File: src/hw/rtl/lvwfq_pkg.sv
// Shared types and constants for the line voltage window fault qualifier.
`default_nettype none

package lvwfq_pkg;

	localparam int VOLT_W    = 16;
	localparam int DLY_W     = 16;
	localparam int CNT_W     = 16;
	localparam int NUM_FLT   = 4;
	localparam int NUM_LANES = 3;
	localparam int CFG_IDX_W = 3;
	localparam int CFG_W     = 16;

	// Fault slots; overvoltage slots come first.
	localparam int FLT_OV_FAST = 0;
	localparam int FLT_OV_SLOW = 1;
	localparam int FLT_UV_FAST = 2;
	localparam int FLT_UV_SLOW = 3;

	// Configuration register indexes.
	localparam logic [CFG_IDX_W-1:0] CFG_OV_FAST_TRIP  = 3'd0;
	localparam logic [CFG_IDX_W-1:0] CFG_OV_SLOW_TRIP  = 3'd1;
	localparam logic [CFG_IDX_W-1:0] CFG_UV_FAST_TRIP  = 3'd2;
	localparam logic [CFG_IDX_W-1:0] CFG_UV_SLOW_TRIP  = 3'd3;
	localparam logic [CFG_IDX_W-1:0] CFG_OV_FAST_DELAY = 3'd4;
	localparam logic [CFG_IDX_W-1:0] CFG_OV_SLOW_DELAY = 3'd5;
	localparam logic [CFG_IDX_W-1:0] CFG_UV_FAST_DELAY = 3'd6;
	localparam logic [CFG_IDX_W-1:0] CFG_UV_SLOW_DELAY = 3'd7;

	typedef logic signed [VOLT_W-1:0] volt_t;
	typedef logic signed [VOLT_W:0]   level_t;
	typedef logic [DLY_W-1:0]         delay_t;
	typedef logic [CNT_W-1:0]         count_t;
	typedef logic [NUM_FLT-1:0]       flt_vec_t;

	// Per-lane compare result: beyond the trip level, inside the clear level.
	typedef struct packed {
		flt_vec_t beyond;
		flt_vec_t in_clr;
	} lane_flags_t;

	// Per-timer control from the merging stage.
	typedef struct packed {
		logic step;
		logic set_cond;
		logic clr_cond;
		logic clear_all;
	} timer_ctl_t;

	localparam volt_t TRIP_RST [NUM_FLT] = '{16'sd4710, 16'sd4506, 16'sd2048, 16'sd3604};
	localparam delay_t DELAY_RST [NUM_FLT] = '{16'd10, 16'd1000, 16'd10, 16'd2000};

	function automatic logic is_ov(input int f);
		return (f == FLT_OV_FAST) || (f == FLT_OV_SLOW);
	endfunction

endpackage

`default_nettype wire

File: src/hw/rtl/lvwfq_phase_lane.sv
// One phase lane: compare a phase voltage against every trip and clear level.
`default_nettype none

module lvwfq_phase_lane (
	input  lvwfq_pkg::volt_t       volts,
	input  lvwfq_pkg::volt_t       trip  [lvwfq_pkg::NUM_FLT],
	input  lvwfq_pkg::level_t      clr   [lvwfq_pkg::NUM_FLT],
	output lvwfq_pkg::lane_flags_t flags
);
	import lvwfq_pkg::*;

	level_t volts_x;

	assign volts_x = $signed({volts[VOLT_W-1], volts});

	always_comb begin
		flags = '0;
		for (int f = 0; f < NUM_FLT; f++) begin
			if (is_ov(f)) begin
				flags.beyond[f] = volts > trip[f];
				flags.in_clr[f] = volts_x < clr[f];
			end else begin
				flags.beyond[f] = volts < trip[f];
				flags.in_clr[f] = volts_x > clr[f];
			end
		end
	end

endmodule

`default_nettype wire

File: src/hw/rtl/lvwfq_fault_timer.sv
// Up/down qualification timer and latch for one fault.
`default_nettype none

module lvwfq_fault_timer #(
	parameter int DOWN_STEP = 1
) (
	input  logic                   clk,
	input  logic                   arst_n,
	input  lvwfq_pkg::timer_ctl_t  ctl,
	input  lvwfq_pkg::delay_t      delay,
	output logic                   fault,
	output logic                   newly_set
);
	import lvwfq_pkg::*;

	localparam count_t STEP = count_t'(DOWN_STEP);

	count_t cnt_q;
	count_t cnt_d;
	logic   fault_q;
	logic   fault_d;

	always_comb begin
		cnt_d   = cnt_q;
		fault_d = fault_q;
		if (ctl.clear_all) begin
			cnt_d   = '0;
			fault_d = 1'b0;
		end else if (!fault_q) begin
			if (ctl.set_cond) begin
				if (cnt_q < delay) begin
					cnt_d = cnt_q + count_t'(1);
				end else begin
					fault_d = 1'b1;
				end
			end
		end else if (ctl.clr_cond) begin
			if (cnt_q != '0) begin
				cnt_d = (cnt_q > STEP) ? cnt_q - STEP : '0;
			end else begin
				fault_d = 1'b0;
				cnt_d   = '0;
			end
		end
	end

	always_ff @(posedge clk or negedge arst_n) begin
		if (!arst_n) begin
			cnt_q   <= '0;
			fault_q <= 1'b0;
		end else if (ctl.step) begin
			cnt_q   <= cnt_d;
			fault_q <= fault_d;
		end
	end

	assign fault     = fault_q;
	assign newly_set = ctl.step && fault_d && !fault_q;

endmodule

`default_nettype wire

File: src/hw/rtl/line_voltage_window_fault_qualifier_core.sv
// Top level of the three-phase line voltage window fault qualifier.
//
// Input channel (in_valid / in_stall): one item per tick carries the three
// averaged phase voltages and the PLL-enabled flag. Output channel
// (out_valid / out_stall): one result item per input item with the four
// qualified fault latches after this tick's update and a trip_request pulse
// when an overvoltage fault newly set on this tick.
// Configuration: cfg_we writes cfg_data into register cfg_index (trip levels
// 0..3, delays 4..7); write only while no item is in flight.
// Pipeline: three phase lanes compare in parallel, the merge stage ORs the
// trip flags and ANDs the clear flags into s1, then the four fault timers
// update as the item moves into the output register. An accepted item is
// registered in s1 and then in the output register, which raises out_valid;
// one item per cycle is sustained while the output is not stalled.
// Stall: while the output is stalled the s1 stage still takes one more item;
// in_stall rises only when both s1 and the output register are full and the
// output is stalled. A stalled result holds its fields unchanged.
// Reset: arst_n clears the pipeline valids, timers and latches and restores
// the default trip levels and delays.
`default_nettype none

module line_voltage_window_fault_qualifier_core #(
	parameter int HYST_COUNTS     = 205,
	parameter int FAST_CLEAR_STEP = 100
) (
	input  logic                                clk,
	input  logic                                arst_n,
	// configuration
	input  logic                                cfg_we,
	input  logic [lvwfq_pkg::CFG_IDX_W-1:0]     cfg_index,
	input  logic [lvwfq_pkg::CFG_W-1:0]         cfg_data,
	// input channel
	input  logic                                in_valid,
	output logic                                in_stall,
	input  logic signed [lvwfq_pkg::VOLT_W-1:0] phase_a_volts,
	input  logic signed [lvwfq_pkg::VOLT_W-1:0] phase_b_volts,
	input  logic signed [lvwfq_pkg::VOLT_W-1:0] phase_c_volts,
	input  logic                                pll_enabled,
	// output channel
	output logic                                out_valid,
	input  logic                                out_stall,
	output logic                                ov_fast_fault,
	output logic                                ov_slow_fault,
	output logic                                uv_fast_fault,
	output logic                                uv_slow_fault,
	output logic                                trip_request
);
	import lvwfq_pkg::*;

	localparam level_t HYST = level_t'(HYST_COUNTS);

	// Configuration registers.
	volt_t  trip_q  [NUM_FLT];
	delay_t delay_q [NUM_FLT];

	always_ff @(posedge clk or negedge arst_n) begin
		if (!arst_n) begin
			trip_q  <= TRIP_RST;
			delay_q <= DELAY_RST;
		end else if (cfg_we) begin
			case (cfg_index)
				CFG_OV_FAST_TRIP:  trip_q[FLT_OV_FAST]  <= volt_t'(cfg_data);
				CFG_OV_SLOW_TRIP:  trip_q[FLT_OV_SLOW]  <= volt_t'(cfg_data);
				CFG_UV_FAST_TRIP:  trip_q[FLT_UV_FAST]  <= volt_t'(cfg_data);
				CFG_UV_SLOW_TRIP:  trip_q[FLT_UV_SLOW]  <= volt_t'(cfg_data);
				CFG_OV_FAST_DELAY: delay_q[FLT_OV_FAST] <= delay_t'(cfg_data);
				CFG_OV_SLOW_DELAY: delay_q[FLT_OV_SLOW] <= delay_t'(cfg_data);
				CFG_UV_FAST_DELAY: delay_q[FLT_UV_FAST] <= delay_t'(cfg_data);
				CFG_UV_SLOW_DELAY: delay_q[FLT_UV_SLOW] <= delay_t'(cfg_data);
				default: ;
			endcase
		end
	end

	// Clear levels at full precision: trip minus hysteresis for OV, plus for UV.
	level_t clr [NUM_FLT];

	always_comb begin
		for (int f = 0; f < NUM_FLT; f++) begin
			if (is_ov(f)) begin
				clr[f] = $signed({trip_q[f][VOLT_W-1], trip_q[f]}) - HYST;
			end else begin
				clr[f] = $signed({trip_q[f][VOLT_W-1], trip_q[f]}) + HYST;
			end
		end
	end

	// Phase lanes.
	volt_t       volts [NUM_LANES];
	lane_flags_t flags [NUM_LANES];

	assign volts[0] = phase_a_volts;
	assign volts[1] = phase_b_volts;
	assign volts[2] = phase_c_volts;

	for (genvar l = 0; l < NUM_LANES; l++) begin : g_lane
		lvwfq_phase_lane u_lane (
			.volts (volts[l]),
			.trip  (trip_q),
			.clr   (clr),
			.flags (flags[l])
		);
	end

	// Merge: any phase beyond trips, all phases inside clears.
	flt_vec_t set_d;
	flt_vec_t clr_d;

	always_comb begin
		set_d = '0;
		clr_d = '1;
		for (int l = 0; l < NUM_LANES; l++) begin
			set_d = set_d | flags[l].beyond;
			clr_d = clr_d & flags[l].in_clr;
		end
	end

	// Handshake: advance whenever the output register is free or being taken.
	logic advance;
	logic in_acc;
	logic s1_valid_q;
	logic out_valid_q;
	logic step;

	assign advance  = !(out_valid_q && out_stall);
	assign in_stall = s1_valid_q && !advance;
	assign in_acc   = in_valid && !in_stall;
	assign step     = advance && s1_valid_q;

	flt_vec_t set_s1;
	flt_vec_t clr_s1;
	logic     pll_s1;

	always_ff @(posedge clk or negedge arst_n) begin
		if (!arst_n) begin
			s1_valid_q <= 1'b0;
		end else if (!s1_valid_q || advance) begin
			s1_valid_q <= in_valid;
		end
	end

	always_ff @(posedge clk) begin
		if (in_acc) begin
			set_s1 <= set_d;
			clr_s1 <= clr_d;
			pll_s1 <= pll_enabled;
		end
	end

	// Fault timers; they update as the item enters the output register.
	timer_ctl_t ctl   [NUM_FLT];
	flt_vec_t   fault;
	flt_vec_t   newly;

	always_comb begin
		for (int f = 0; f < NUM_FLT; f++) begin
			ctl[f].step      = step;
			ctl[f].set_cond  = set_s1[f];
			ctl[f].clr_cond  = clr_s1[f];
			ctl[f].clear_all = !is_ov(f) && !pll_s1;
		end
	end

	for (genvar f = 0; f < NUM_FLT; f++) begin : g_timer
		lvwfq_fault_timer #(
			.DOWN_STEP ((f == FLT_UV_SLOW) ? FAST_CLEAR_STEP : 1)
		) u_timer (
			.clk       (clk),
			.arst_n    (arst_n),
			.ctl       (ctl[f]),
			.delay     (delay_q[f]),
			.fault     (fault[f]),
			.newly_set (newly[f])
		);
	end

	// Output register; the fault latches themselves hold the fault fields.
	logic trip_req_q;

	always_ff @(posedge clk or negedge arst_n) begin
		if (!arst_n) begin
			out_valid_q <= 1'b0;
			trip_req_q  <= 1'b0;
		end else if (advance) begin
			out_valid_q <= s1_valid_q;
			trip_req_q  <= newly[FLT_OV_FAST] || newly[FLT_OV_SLOW];
		end
	end

	assign out_valid     = out_valid_q;
	assign ov_fast_fault = fault[FLT_OV_FAST];
	assign ov_slow_fault = fault[FLT_OV_SLOW];
	assign uv_fast_fault = fault[FLT_UV_FAST];
	assign uv_slow_fault = fault[FLT_UV_SLOW];
	assign trip_request  = trip_req_q;

	// A trip request always comes with a set overvoltage fault.
	a_trip_has_fault: assert property (@(posedge clk) disable iff (!arst_n)
		trip_request |-> (ov_fast_fault || ov_slow_fault))
		else $error("trip_request without an overvoltage fault");

	// No trip pulse outside a valid result.
	a_trip_needs_valid: assert property (@(posedge clk) disable iff (!arst_n)
		!out_valid |-> !trip_request)
		else $error("trip_request while out_valid is low");

	// PLL disabled clears both undervoltage faults.
	a_pll_off_clears_uv: assert property (@(posedge clk) disable iff (!arst_n)
		(step && !pll_s1) |=> (!uv_fast_fault && !uv_slow_fault))
		else $error("undervoltage fault survived PLL disable");

	// Input is held off only when both stages are occupied.
	a_stall_when_full: assert property (@(posedge clk) disable iff (!arst_n)
		in_stall |-> (s1_valid_q && out_valid_q))
		else $error("in_stall with a free pipeline stage");

endmodule

`default_nettype wire
File: config.mk
export PLATFORM = sky130hd
export DESIGN_NAME = line_voltage_window_fault_qualifier_core
export DESIGN_NICKNAME = d
export VERILOG_FILES = /design/src/hw/rtl/lvwfq_pkg.sv /design/src/hw/rtl/lvwfq_phase_lane.sv /design/src/hw/rtl/lvwfq_fault_timer.sv /design/src/hw/rtl/line_voltage_window_fault_qualifier_core.sv
export SDC_FILE = /design/constraint.sdc
export NUM_CORES = 1
export LEC_CHECK = 0
export BUFFER_PORTS_ARGS = -buffer_cell sky130_fd_sc_hd__clkbuf_2
export CAP_MARGIN = 15
export CORE_MARGIN = 10
export CORE_UTILIZATION = 60
export DETAILED_ROUTE_END_ITERATION = 8
export GPL_TIMING_DRIVEN = 1
export PLACE_DENSITY = 0.8
export SLEW_MARGIN = 40
export SYNTH_ARGS = -nofsm -noshare
export SYNTH_HDL_FRONTEND = slang
export SYNTH_SLANG_ARGS = --single-unit
File: constraint.sdc
create_clock -name clk -period 8.52 [get_ports clk]
set_input_delay 0.426 -clock clk [delete_from_list [all_inputs] [get_ports clk]]
set_output_delay 0.426 -clock clk [all_outputs]
set_load 0.01 [all_outputs]
After elaboration in Yosys (flattened, before gate mapping):

Index checks and enable logic that the tools add are counted.

* bits in registers: 208
* input port bits: 73
* output and inout port bits: 7
* logic and storage cells: 169

* add/sub/neg operators: 12
* order comparisons: 32
* equality and inequality tests: 15
* multiplexer cells: 48
* bitwise gates (word level): 4
* reduce and logical (&&, ||, !) cells: 36

Operators with widths (number)
* 2-to-1 mux 16 bit: 26
* < comparator 16 bit: 10
* > comparator 16 x 17 -> 1 bit: 6
* < comparator 16 x 17 -> 1 bit: 6
* > comparator 16 bit: 6
* adder 16 x 1 -> 16 bit (second input constant): 4
* nonzero test 16 bit: 4
* > comparator 16 x 1 -> 1 bit (second input constant): 3
* subtractor 16 x 1 -> 16 bit (second input constant): 3
* adder 16 x 9 -> 17 bit (second input constant): 2
* subtractor 16 x 9 -> 17 bit (second input constant): 2
* 2-to-1 mux 1 bit: 22
* > comparator 16 x 7 -> 1 bit (second input constant): 1
* AND reduction 2 bit: 8
* AND reduction 4 bit: 4
* subtractor 16 x 7 -> 16 bit (second input constant): 1
* equality test 3 bit (second input constant): 4
* AND 4 bit: 2
* logical AND 1 bit: 8
* bitwise OR 4 bit: 2
* nonzero test 2 bit: 4
* equality test 3 x 2 -> 1 bit (second input constant): 2
* != test 3 x 1 -> 1 bit (second input constant): 2
* != test 3 x 2 -> 1 bit (second input constant): 2
* other kinds (6): 13

Depth between registers and ports, before layout:

Gate-level depths: netlist (run 1).

* word-level depth: 7
* mapped depth: 17
* depth with buffers taken out: 17

By module:

Synthesis (run 1) repeated with hierarchy kept, for this count alone.

* cells, all modules: 2772
* area, all modules: 23610.1 sq um

Modules (own cells, without submodules)
* lvwfq_phase_lane: times used 3, cells each 458, area an instance 3261.9 sq um
* line_voltage_window_fault_qualifier_core: times used 1, cells each 539, area an instance 6830.3 sq um
* lvwfq_fault_timer (g_timer[0].u_timer ...): times used 3, cells each 204, area an instance 1701.6 sq um
* lvwfq_fault_timer (g_timer[3].u_timer): times used 1, cells each 247, area an instance 1889.3 sq um

Worst setup path before layout (run 1):

OpenSTA, ideal clock, no wires.

* path type: register to register
* start point: register trip_q[0] (netlist bit)
* end point: register clr_s1[3] (data pin)
* setup time: 0.261 ns
* arrival time: 3.200 ns
* required time: 8.259 ns
* slack: 5.059 ns
* cell stages (with the launch flop): 15
* buffers on the path: 0
* period minus slack after synthesis: 3.461 ns
* path through: dfrtp_1 -> ha_1 -> nor3_1 -> or3_1 -> nand3_1 -> xnor2_1 -> ha_1 -> a2111oi_0 -> o21ai_0 -> o22a_1 -> o21ai_1 -> a21boi_0 -> o31ai_1 -> a21oi_1 -> o311a_1

* cells in the longest elaborated chain, start to end: 4
* elaborated cells on any way between the ends: 6
* those cells by class: 1 x add/sub; 3 x order compare; 2 x bitwise

RTL lines
* start: declaration: line line_voltage_window_fault_qualifier_core.sv:53 `volt_t trip_q [NUM_FLT];`
* start signal: indexed assignment: line line_voltage_window_fault_qualifier_core.sv:62 `CFG_OV_FAST_TRIP: trip_q[FLT_OV_FAST] <= volt_t'(cfg_data);`
* start signal: indexed assignment: line line_voltage_window_fault_qualifier_core.sv:63 `CFG_OV_SLOW_TRIP: trip_q[FLT_OV_SLOW] <= volt_t'(cfg_data);`
* start signal: indexed assignment: line line_voltage_window_fault_qualifier_core.sv:64 `CFG_UV_FAST_TRIP: trip_q[FLT_UV_FAST] <= volt_t'(cfg_data);`
* adder 16 x 9 -> 17 bit (*): line line_voltage_window_fault_qualifier_core.sv:83 `clr[f] = $signed({trip_q[f][VOLT_W-1], trip_q[f]}) + HYST;`
* > comparator 16 x 17 -> 1 bit: line lvwfq_phase_lane.sv:24 `flags.in_clr[f] = volts_x > clr[f];`
* AND 4 bit: line line_voltage_window_fault_qualifier_core.sv:114 `clr_d = clr_d & flags[l].in_clr;`
* AND 4 bit (*): line line_voltage_window_fault_qualifier_core.sv:114
* net clr_d[3]: line line_voltage_window_fault_qualifier_core.sv:107 `flt_vec_t clr_d;`
* end signal: assignment: line line_voltage_window_fault_qualifier_core.sv:145 `clr_s1 <= clr_d;`
* end: declaration: line line_voltage_window_fault_qualifier_core.sv:131 `flt_vec_t clr_s1;`

Mark *: on every way through the listed nets, which the timed path passes. The rest lies on a longest branch.
A chain may end at the register's enable or synchronous reset.

Worst setup path in the final report (run 1):

* start point: register trip_q[16] (netlist bit)
* end point: register clr_s1[2] (data pin)

Same word-level chain as after synthesis.

==> flow_summary_export.csv, run 1 <==
group,metric,value,unit
status,outcome,"completed",
synthesis,yosysWarningCount,0,
timing,fin_skew,27.61,ps
drt,num_vias,19923,
critical_path,ff2ff_path_depth,15,
critical_path,setup.worst_path.end_class,"flip-flop",
placed_design,place_congestion,0.9467,
synthesis,synth_edf_count,9,
global_routing,antenna_found_initial,2,
critical_path,worstSetupPathType,"reg2reg",
drt,dr.max_layer_used,"met4",
timing,slew_violations,0,
min_path,min_to,"s1_valid_q",
layout,nets,3044,
drt,drtIter0Drc,1589,
power,power_density,234.7,mW/mm^2
clocking,cts_resized,0,
placed_design,place_area,0.02230,mm^2
critical_path,crit_path_max_incr_delay,500,ps
synthesis,synthTopCellsByCount,"ha_1, o21ai_0, nand2_1",
timing,fmax,248.6,MHz
synthesis,synthCells,2450,
synthesis,ys_types,86,
power,ir_drop,0.1895,mV
placed_design,io_buffers,79,
drt,viasPerCell,6.659,
min_path,worstHoldStart,"in_valid",
critical_path,cp.arrival,4330,ps
die,rows,69,
drt,route.met2.wl,30.99,mm
synthesis,synth-adder-area-share,27.15,%
timing,setup_tns,0,ps
synthesis,synthMostInstantiatedCell,"ha_1",
die,die_area,0.04372,mm^2
power,total_power,5.461,mW
synthesis,netlist_area,0.02145,mm^2
placed_design,place_inst,2936,
synthesis,synth_compound_area_share,20.39,%
synthesis,synth_top_cell_by_area,"ha_1",
drt,drt-wirelength-per-cell,22.50,um
clocking,root_buffer,"clkbuf_16",
critical_path,required,8830,ps
global_routing,grt_max_degree,81,
critical_path,r2r-start,"trip_q[16]",
synthesis,ys_ff_latch,208,
synthesis,ys_seq_area_share,24.67,%
critical_path,reg2reg_slack,4500,ps
synthesis,syn_avg_cell_area,8.757,um^2
synthesis,syn_nets,2986,
die,dieHeight,209.1,um
synthesis,synth_xor_area_share,2.951,%
layout,syn_to_final_growth,8.468,%
synthesis,synthMuxAreaShare,3.692,%
die,core,0.03540,mm^2
timing,rsz0062_at_grt,"false",
critical_path,cp_common_cell,"nor3_1",
critical_path,cpMaxStageDelayCell,"nor3_1",
die,die_width,209.1,um
synthesis,synth-async-reset-ratio,95.67,%
global_routing,grt_pass1_vias,19682,
timing,worstMarginPinSlew,866.9,ps
clocking,cts.htree.levels,1,
timing,hold_viol,0,
global_routing,grtUsageTotal,29.72,%
critical_path,critPathMaxFanout,7,
layout,layout-drive-gt1-share,10.83,%
global_routing,grt_pass1_wl,105.4,mm
flow_run,maxCapViolCount,0,
clocking,hold_buffers,1,
timing,period_needed,4023,ps
drt,drt_first_pass_iters,6,
layout,utilization,65.74,%
min_path,hold_path.class,"in2reg",
global_routing,overflow,0,
synthesis,yosysTopAreaCellShare,27.00,%
power,p_leak,10.91,nW
timing,slew-limit-headroom,42.21,%
critical_path,worstPathCellList,"ha_1 -> nor3_1 -> nor3_1 -> nor3_1 -> nor2_1 -> xnor2_1 -> ha_1 -> and4_1 -> a21oi_1 -> o211ai_1 -> maj3_1 -> a211oi_1 -> o211ai_1 -> a21oi_1 -> a211oi_1",
min_path,holdPathStages,2,
synthesis,synthSimpleGateAreaFrac,16.90,%
clocking,path_clk_slew,70,ps
layout,design_area,0.02327,mm^2
drt,detail-route-antenna-nets,0,
die,pin_count,80,
clocking,cts_num_sinks,208,
drt,m1WireLength,27.70,mm
synthesis,synth_top_family_by_area,"adder cells",
layout,final-instance-count-excl-fill,2992,
clocking,cts_tree,"done",
synthesis,ys.flop_type,"dfrtp_1",
clocking,cts_max_path_buffers,3,
synthesis,synthTopCellsByArea,"ha_1, dfrtp_1, o21ai_0",
drt,post-route-drc-count,0,
critical_path,reg2reg_to,"clr_s1[2]",
timing,finalCritPeriodShare,47.22,%
die,start_util,60.61,%
critical_path,worstSetupStartpointType,"flip-flop",
drt,wl,67.33,mm
drt,wl_met3,5.427,mm
layout,fill_cells,2914,
clocking,post_cts_buffers,0,
placed_design,dp.final_hpwl,49.58,mm
clocking,clk_latency,580,ps
timing,setup_viol,0,
clocking,cts_buffers,27,
## how the worst max path moves through the flow
stage | startpoint | slack, ps | to | cells past startpoint
6_report | trip_q[16] | 4500 | clr_s1[2] | 15
5_1_grt | trip_q[16] | 4100 | clr_s1[2] | 15
3_5_place_dp | trip_q[16] | 4580 | clr_s1[2] | 15
3_3_place_gp | trip_q[16] | 4620 | clr_s1[2] | 15
2_1_floorplan | trip_q[0] | 5060 | clr_s1[3] | 14
4_1_cts | trip_q[0] | 4550 | clr_s1[3] | 14
## sequential cells by signal, summed over array words and instances (netlist names)
signal / flops
pll_s1: 1
delay_q: 64
trip_q: 64
g_timer.u_timer.fault: 4
clr_s1: 4
trip_request: 1
out_valid: 1
s1_valid_q: 1
g_timer.u_timer.cnt_q: 64
set_s1: 4
## routing by layer
| metal | global-route usage (%) | up-vias |
|---|---|---|
| li1 | - | 9271 |
| met1 | 37.67 | 9594 |
| met2 | 49.42 | 863 |
| met3 | 4.041 | 195 |
| met4 | 13.20 | 0 |
| met5 | 0 | - |
## logic make-up (layout without fill, tap and decap cells)
kind of cell               after synthesis  after routing
xor gates and xnor gates                66             66
muxes                                   71             71
and+or+nand+nor                        714            714
buffers and inverters                  239            318
adders and majority gates              466            466
other                                    0              2
DFF                                    208            208
AOI/OAI and AO/OA                      686            686
## stage by stage
stage,hold WS [ps],setup WS [ps]
floorplan,130.4,5059
global placement,489.6,4618
detailed placement,494.4,4584
CTS,43.46,4545
global route,57.42,4095
finish,51.67,4497
## placed cells by master (no fill, tap or decap), types with 57 or more instances in the layout
master    count
a21o_1       60
a21oi_1     135
clkbuf_2     78
dfrtp_1     164
ha_1        463
inv_1       173
mux2_2       65
nand2_1     182
nand3_1      75
nand4_1      57
nor2_1      129
nor3_1       59
o21ai_0     222
## cell type report
| class | count | area, um^2 | share of cell area [%] |
|---|---|---|---|
| multi-input cells | 2003 | 15300 | 65.75 |
| flip-flops and latches | 208 | 5294 | 22.75 |
| repair buffers | 95 | 530.5 | 2.280 |
| inverters | 173 | 649.4 | 2.790 |
| diodes | 2 | 5.005 | 0.02151 |
| well taps | 461 | 576.8 | 2.479 |
| clock buffers | 30 | 708.2 | 3.043 |
| clock inverters | 20 | 207.7 | 0.8925 |
## power breakdown
group	switching [mW]	leakage (nW)	internal (mW)
sequential	0.298	2.48	1.24
combinational	1.58	8.00	1.15
clock	0.507	0.430	0.695
## critical path: cells and delay by family, from the launching register on
kind | cells | cell delay [ps]
adders and majority gates | 3 | 930
xor gates and xnor gates | 1 | 340
and+or+nand+nor | 5 | 1190
DFF | 1 | 460
AOI/OAI and AO/OA | 6 | 850
Note: power is estimated with default switching activity, not from simulation.
==> run 2, diff against run 1 <==
--- a/config.mk
+++ b/config.mk
@@ -5,6 +5,7 @@
 export SDC_FILE = /design/constraint.sdc
 export NUM_CORES = 1
 export LEC_CHECK = 0
+export ABC_AREA = 1
 export BUFFER_PORTS_ARGS = -buffer_cell sky130_fd_sc_hd__clkbuf_2
 export CAP_MARGIN = 15
 export CORE_MARGIN = 10
==> constraint.sdc (replaced) <==
create_clock -name clk -period 4.2 [get_ports clk]
set_input_delay 0.21 -clock clk [delete_from_list [all_inputs] [get_ports clk]]
set_output_delay 0.21 -clock clk [all_outputs]
set_load 0.01 [all_outputs]
==> flow_summary_export.csv, run 2 <==
group,metric,value,unit
critical_path,worstSetupPathType,"reg2reg",
timing,period_needed,3577,ps
die,core,0.03758,mm^2
drt,num_vias,22169,
status,outcome,"completed",
global_routing,grt_max_degree,118,
global_routing,grt_pass1_vias,20870,
synthesis,synth_top_cell_by_area,"ha_1",
timing,setup_tns,0,ps
placed_design,place_congestion,1.014,
layout,layout_commonest_cell,"nand2_1",
drt,drt-wirelength-per-cell,20.55,um
global_routing,grt_pass1_wl,117.2,mm
timing,worstMarginPinSlew,776.8,ps
placed_design,io_buffers,79,
clocking,path_clk_slew,60,ps
synthesis,synth-async-reset-ratio,95.67,%
power,p_leak,12.70,nW
critical_path,required,4480,ps
drt,drtIter0Drc,2098,
placed_design,dp.final_hpwl,56.70,mm
layout,reg_top3,"delay_q x64, g_timer.u_timer.cnt_q x64, trip_q x64",
drt,detail-route-antenna-nets,0,
layout,utilization,65.94,%
layout,layout-drive-gt1-share,8.501,%
timing,holdWs,254.2,ps
clocking,root_buffer,"clkbuf_16",
synthesis,syn_avg_cell_area,7.365,um^2
drt,wl,76.02,mm
layout,syn_to_final_growth,8.629,%
critical_path,ff2ff_path_depth,18,
flow_run,maxCapViolCount,0,
critical_path,cp.arrival,3860,ps
layout,layout_common_cells,"nand2_1, ha_1, inv_1",
synthesis,ys_ff_latch,208,
placed_design,place_inst,3635,
critical_path,critPathMaxFanout,7,
global_routing,overflow,0,
synthesis,netlist_area,0.02281,mm^2
power,p_int,6.076,mW
timing,slew-limit-headroom,48.16,%
synthesis,synth_top_family_by_area,"adder cells",
timing,fin_skew,30.27,ps
power,switching_share,45.71,%
synthesis,synth_xor_area_share,4.257,%
die,pin_count,80,
die,start_util,60.70,%
layout,antenna_cells,0,
power,total_power,11.19,mW
synthesis,synthCells,3097,
synthesis,ys.flop_type,"dfrtp_1",
timing,fmax,279.6,MHz
synthesis,synthMuxAreaShare,0,%
power,power_frac_seq,26.8,%
die,die_width,215.0,um
die,dieHeight,215.0,um
layout,nets,3706,
global_routing,antenna_found_initial,0,
die,die_area,0.04621,mm^2
drt,viasPerCell,5.993,
power,power_density,451.6,mW/mm^2
global_routing,grtUsageTotal,31.72,%
power,p_clk_share,21.1,%
synthesis,synthTopCellsByArea,"ha_1, dfrtp_1, nand2_1",
synthesis,synth-adder-area-share,25.40,%
power,ir_drop,0.3917,mV
clocking,cts.htree.levels,1,
critical_path,critPathLaunch,"trip_q[0]",
clocking,cts_num_sinks,208,
synthesis,synthMostInstantiatedCell,"nand2_1",
drt,post-route-drc-count,0,
synthesis,synthTopCellsByCount,"nand2_1, ha_1, inv_1",
power,combPwrFrac,52.1,%
synthesis,yosysWarningCount,0,
synthesis,syn_nets,3633,
synthesis,yosysTopAreaCellShare,25.40,%
timing,finalCritPeriodShare,85.16,%
synthesis,synth_edf_count,9,
drt,drt_first_pass_iters,5,
clocking,cts_max_path_buffers,3,
clocking,clk_latency,550,ps
timing,slew_violations,0,
clocking,cts_buffers,24,
critical_path,setup.worst_path.end_class,"flip-flop",
clocking,cts_tree,"done",
synthesis,synthSimpleGateAreaFrac,23.54,%
critical_path,r2r-start,"trip_q[0]",
timing,hold_viol,0,
critical_path,reg2reg_to,"clr_s1[3]",
die,rows,71,
critical_path,reg2reg_slack,620,ps
synthesis,ys_types,64,
critical_path,worstSetupStartpointType,"flip-flop",
timing,setup_viol,0,
power,p_sw,5.115,mW
synthesis,synth_compound_area_share,15.64,%
synthesis,ys_seq_area_share,23.20,%
layout,final-instance-count-excl-fill,3699,
min_path,hold_path.class,"in2async",
timing,rsz0062_at_grt,"false",
==> run 2: changes by cell type after synthesis, moves of 39 or more <==
cell	delta
mux2_2	-65
nand2_1	+489
nor2_1	+39
a21o_1	-52
xor2_1	+77
nand3_1	+84
nor2b_1	-48
a21oi_1	+90
inv_1	+215
o21a_1	-39
==> run 2: critical path, cell delays in order, from the launching register on <==
cell	delay, ps
dfrtp_1	500
ha_1	240
inv_1	50
nand2_1	120
a31oi_1	150
nor2_1	130
inv_1	130
nor4_1	410
xor2_1	210
ha_1	350
nand2_1	50
inv_1	100
nand4_1	100
nor4_1	390
nand3_1	150
nand2_1	100
nand2_1	50
nand2_1	60
nor2_1	40
==> run 2: worst max path at each step <==
stage                           end  slack (ps)  cells past startpoint
after floorplan           clr_s1[0]        1180                     18
after global placement    clr_s1[1]         820                     18
after detailed placement  clr_s1[0]         710                     18
after CTS                 clr_s1[0]         690                     18
after global routing      clr_s1[0]         210                     18
final                     clr_s1[3]         620                     18
==> run 2: power by group through the flow <==
| stage | Combinational, mW | Clock (mW) | Sequential (mW) |
|---|---|---|---|
| 4_1_cts | 5.72 | 2.38 | 2.99 |
| 5_1_grt | 6.64 | 2.46 | 3.06 |
| 3_5_place_dp | 5.66 | 0 | 3.02 |
| 6_report | 5.83 | 2.36 | 3.00 |
| 2_1_floorplan | 4.30 | 0 | 2.80 |
| 3_3_place_gp | 5.42 | 0 | 3.00 |
==> run 2: kinds of logic after synthesis <==
| group | after synthesis |
|---|---|
| simple gates | 1214 |
| compound gates | 629 |
| buf+inv | 473 |
| fa+ha+maj | 463 |
| flops | 208 |
| xor+xnor | 110 |
==> run 2: metal layers <==
layer	vias up	GRT usage, %	part of all wire [%]
li1	10701	-	-
met1	10296	39.62	41
met2	931	50.96	45
met3	238	6.938	8.6
met4	3	15.42	5.5
met5	-	1.073	0.087
==> run 2: metrics by stage <==
step	setup WS (ps)	area [um^2]
CTS	691.0	24770
global placement	824.2	23660
global route	214.8	24780
floorplan	1184	22810
finish	623.3	24780
detailed placement	709.5	23680
==> run 2: layout make-up <==
cell class	instances	area, um^2
clock inverter	10	185.2
tap	511	639.4
timing repair buffer	110	698.2
inverter	410	1539
fill	3254	12800
clock buffer	34	699.4
sequential	208	5293
multi-input combinational	2416	15720
==> run 2: what timing repair did <==
action | 4_1_cts | 5_1_grt
setup buffers | 0 | 0
endpoints found under the hold margin | 113 | 0
hold buffers | 20 | 0
gates resized for setup | 0 | 0
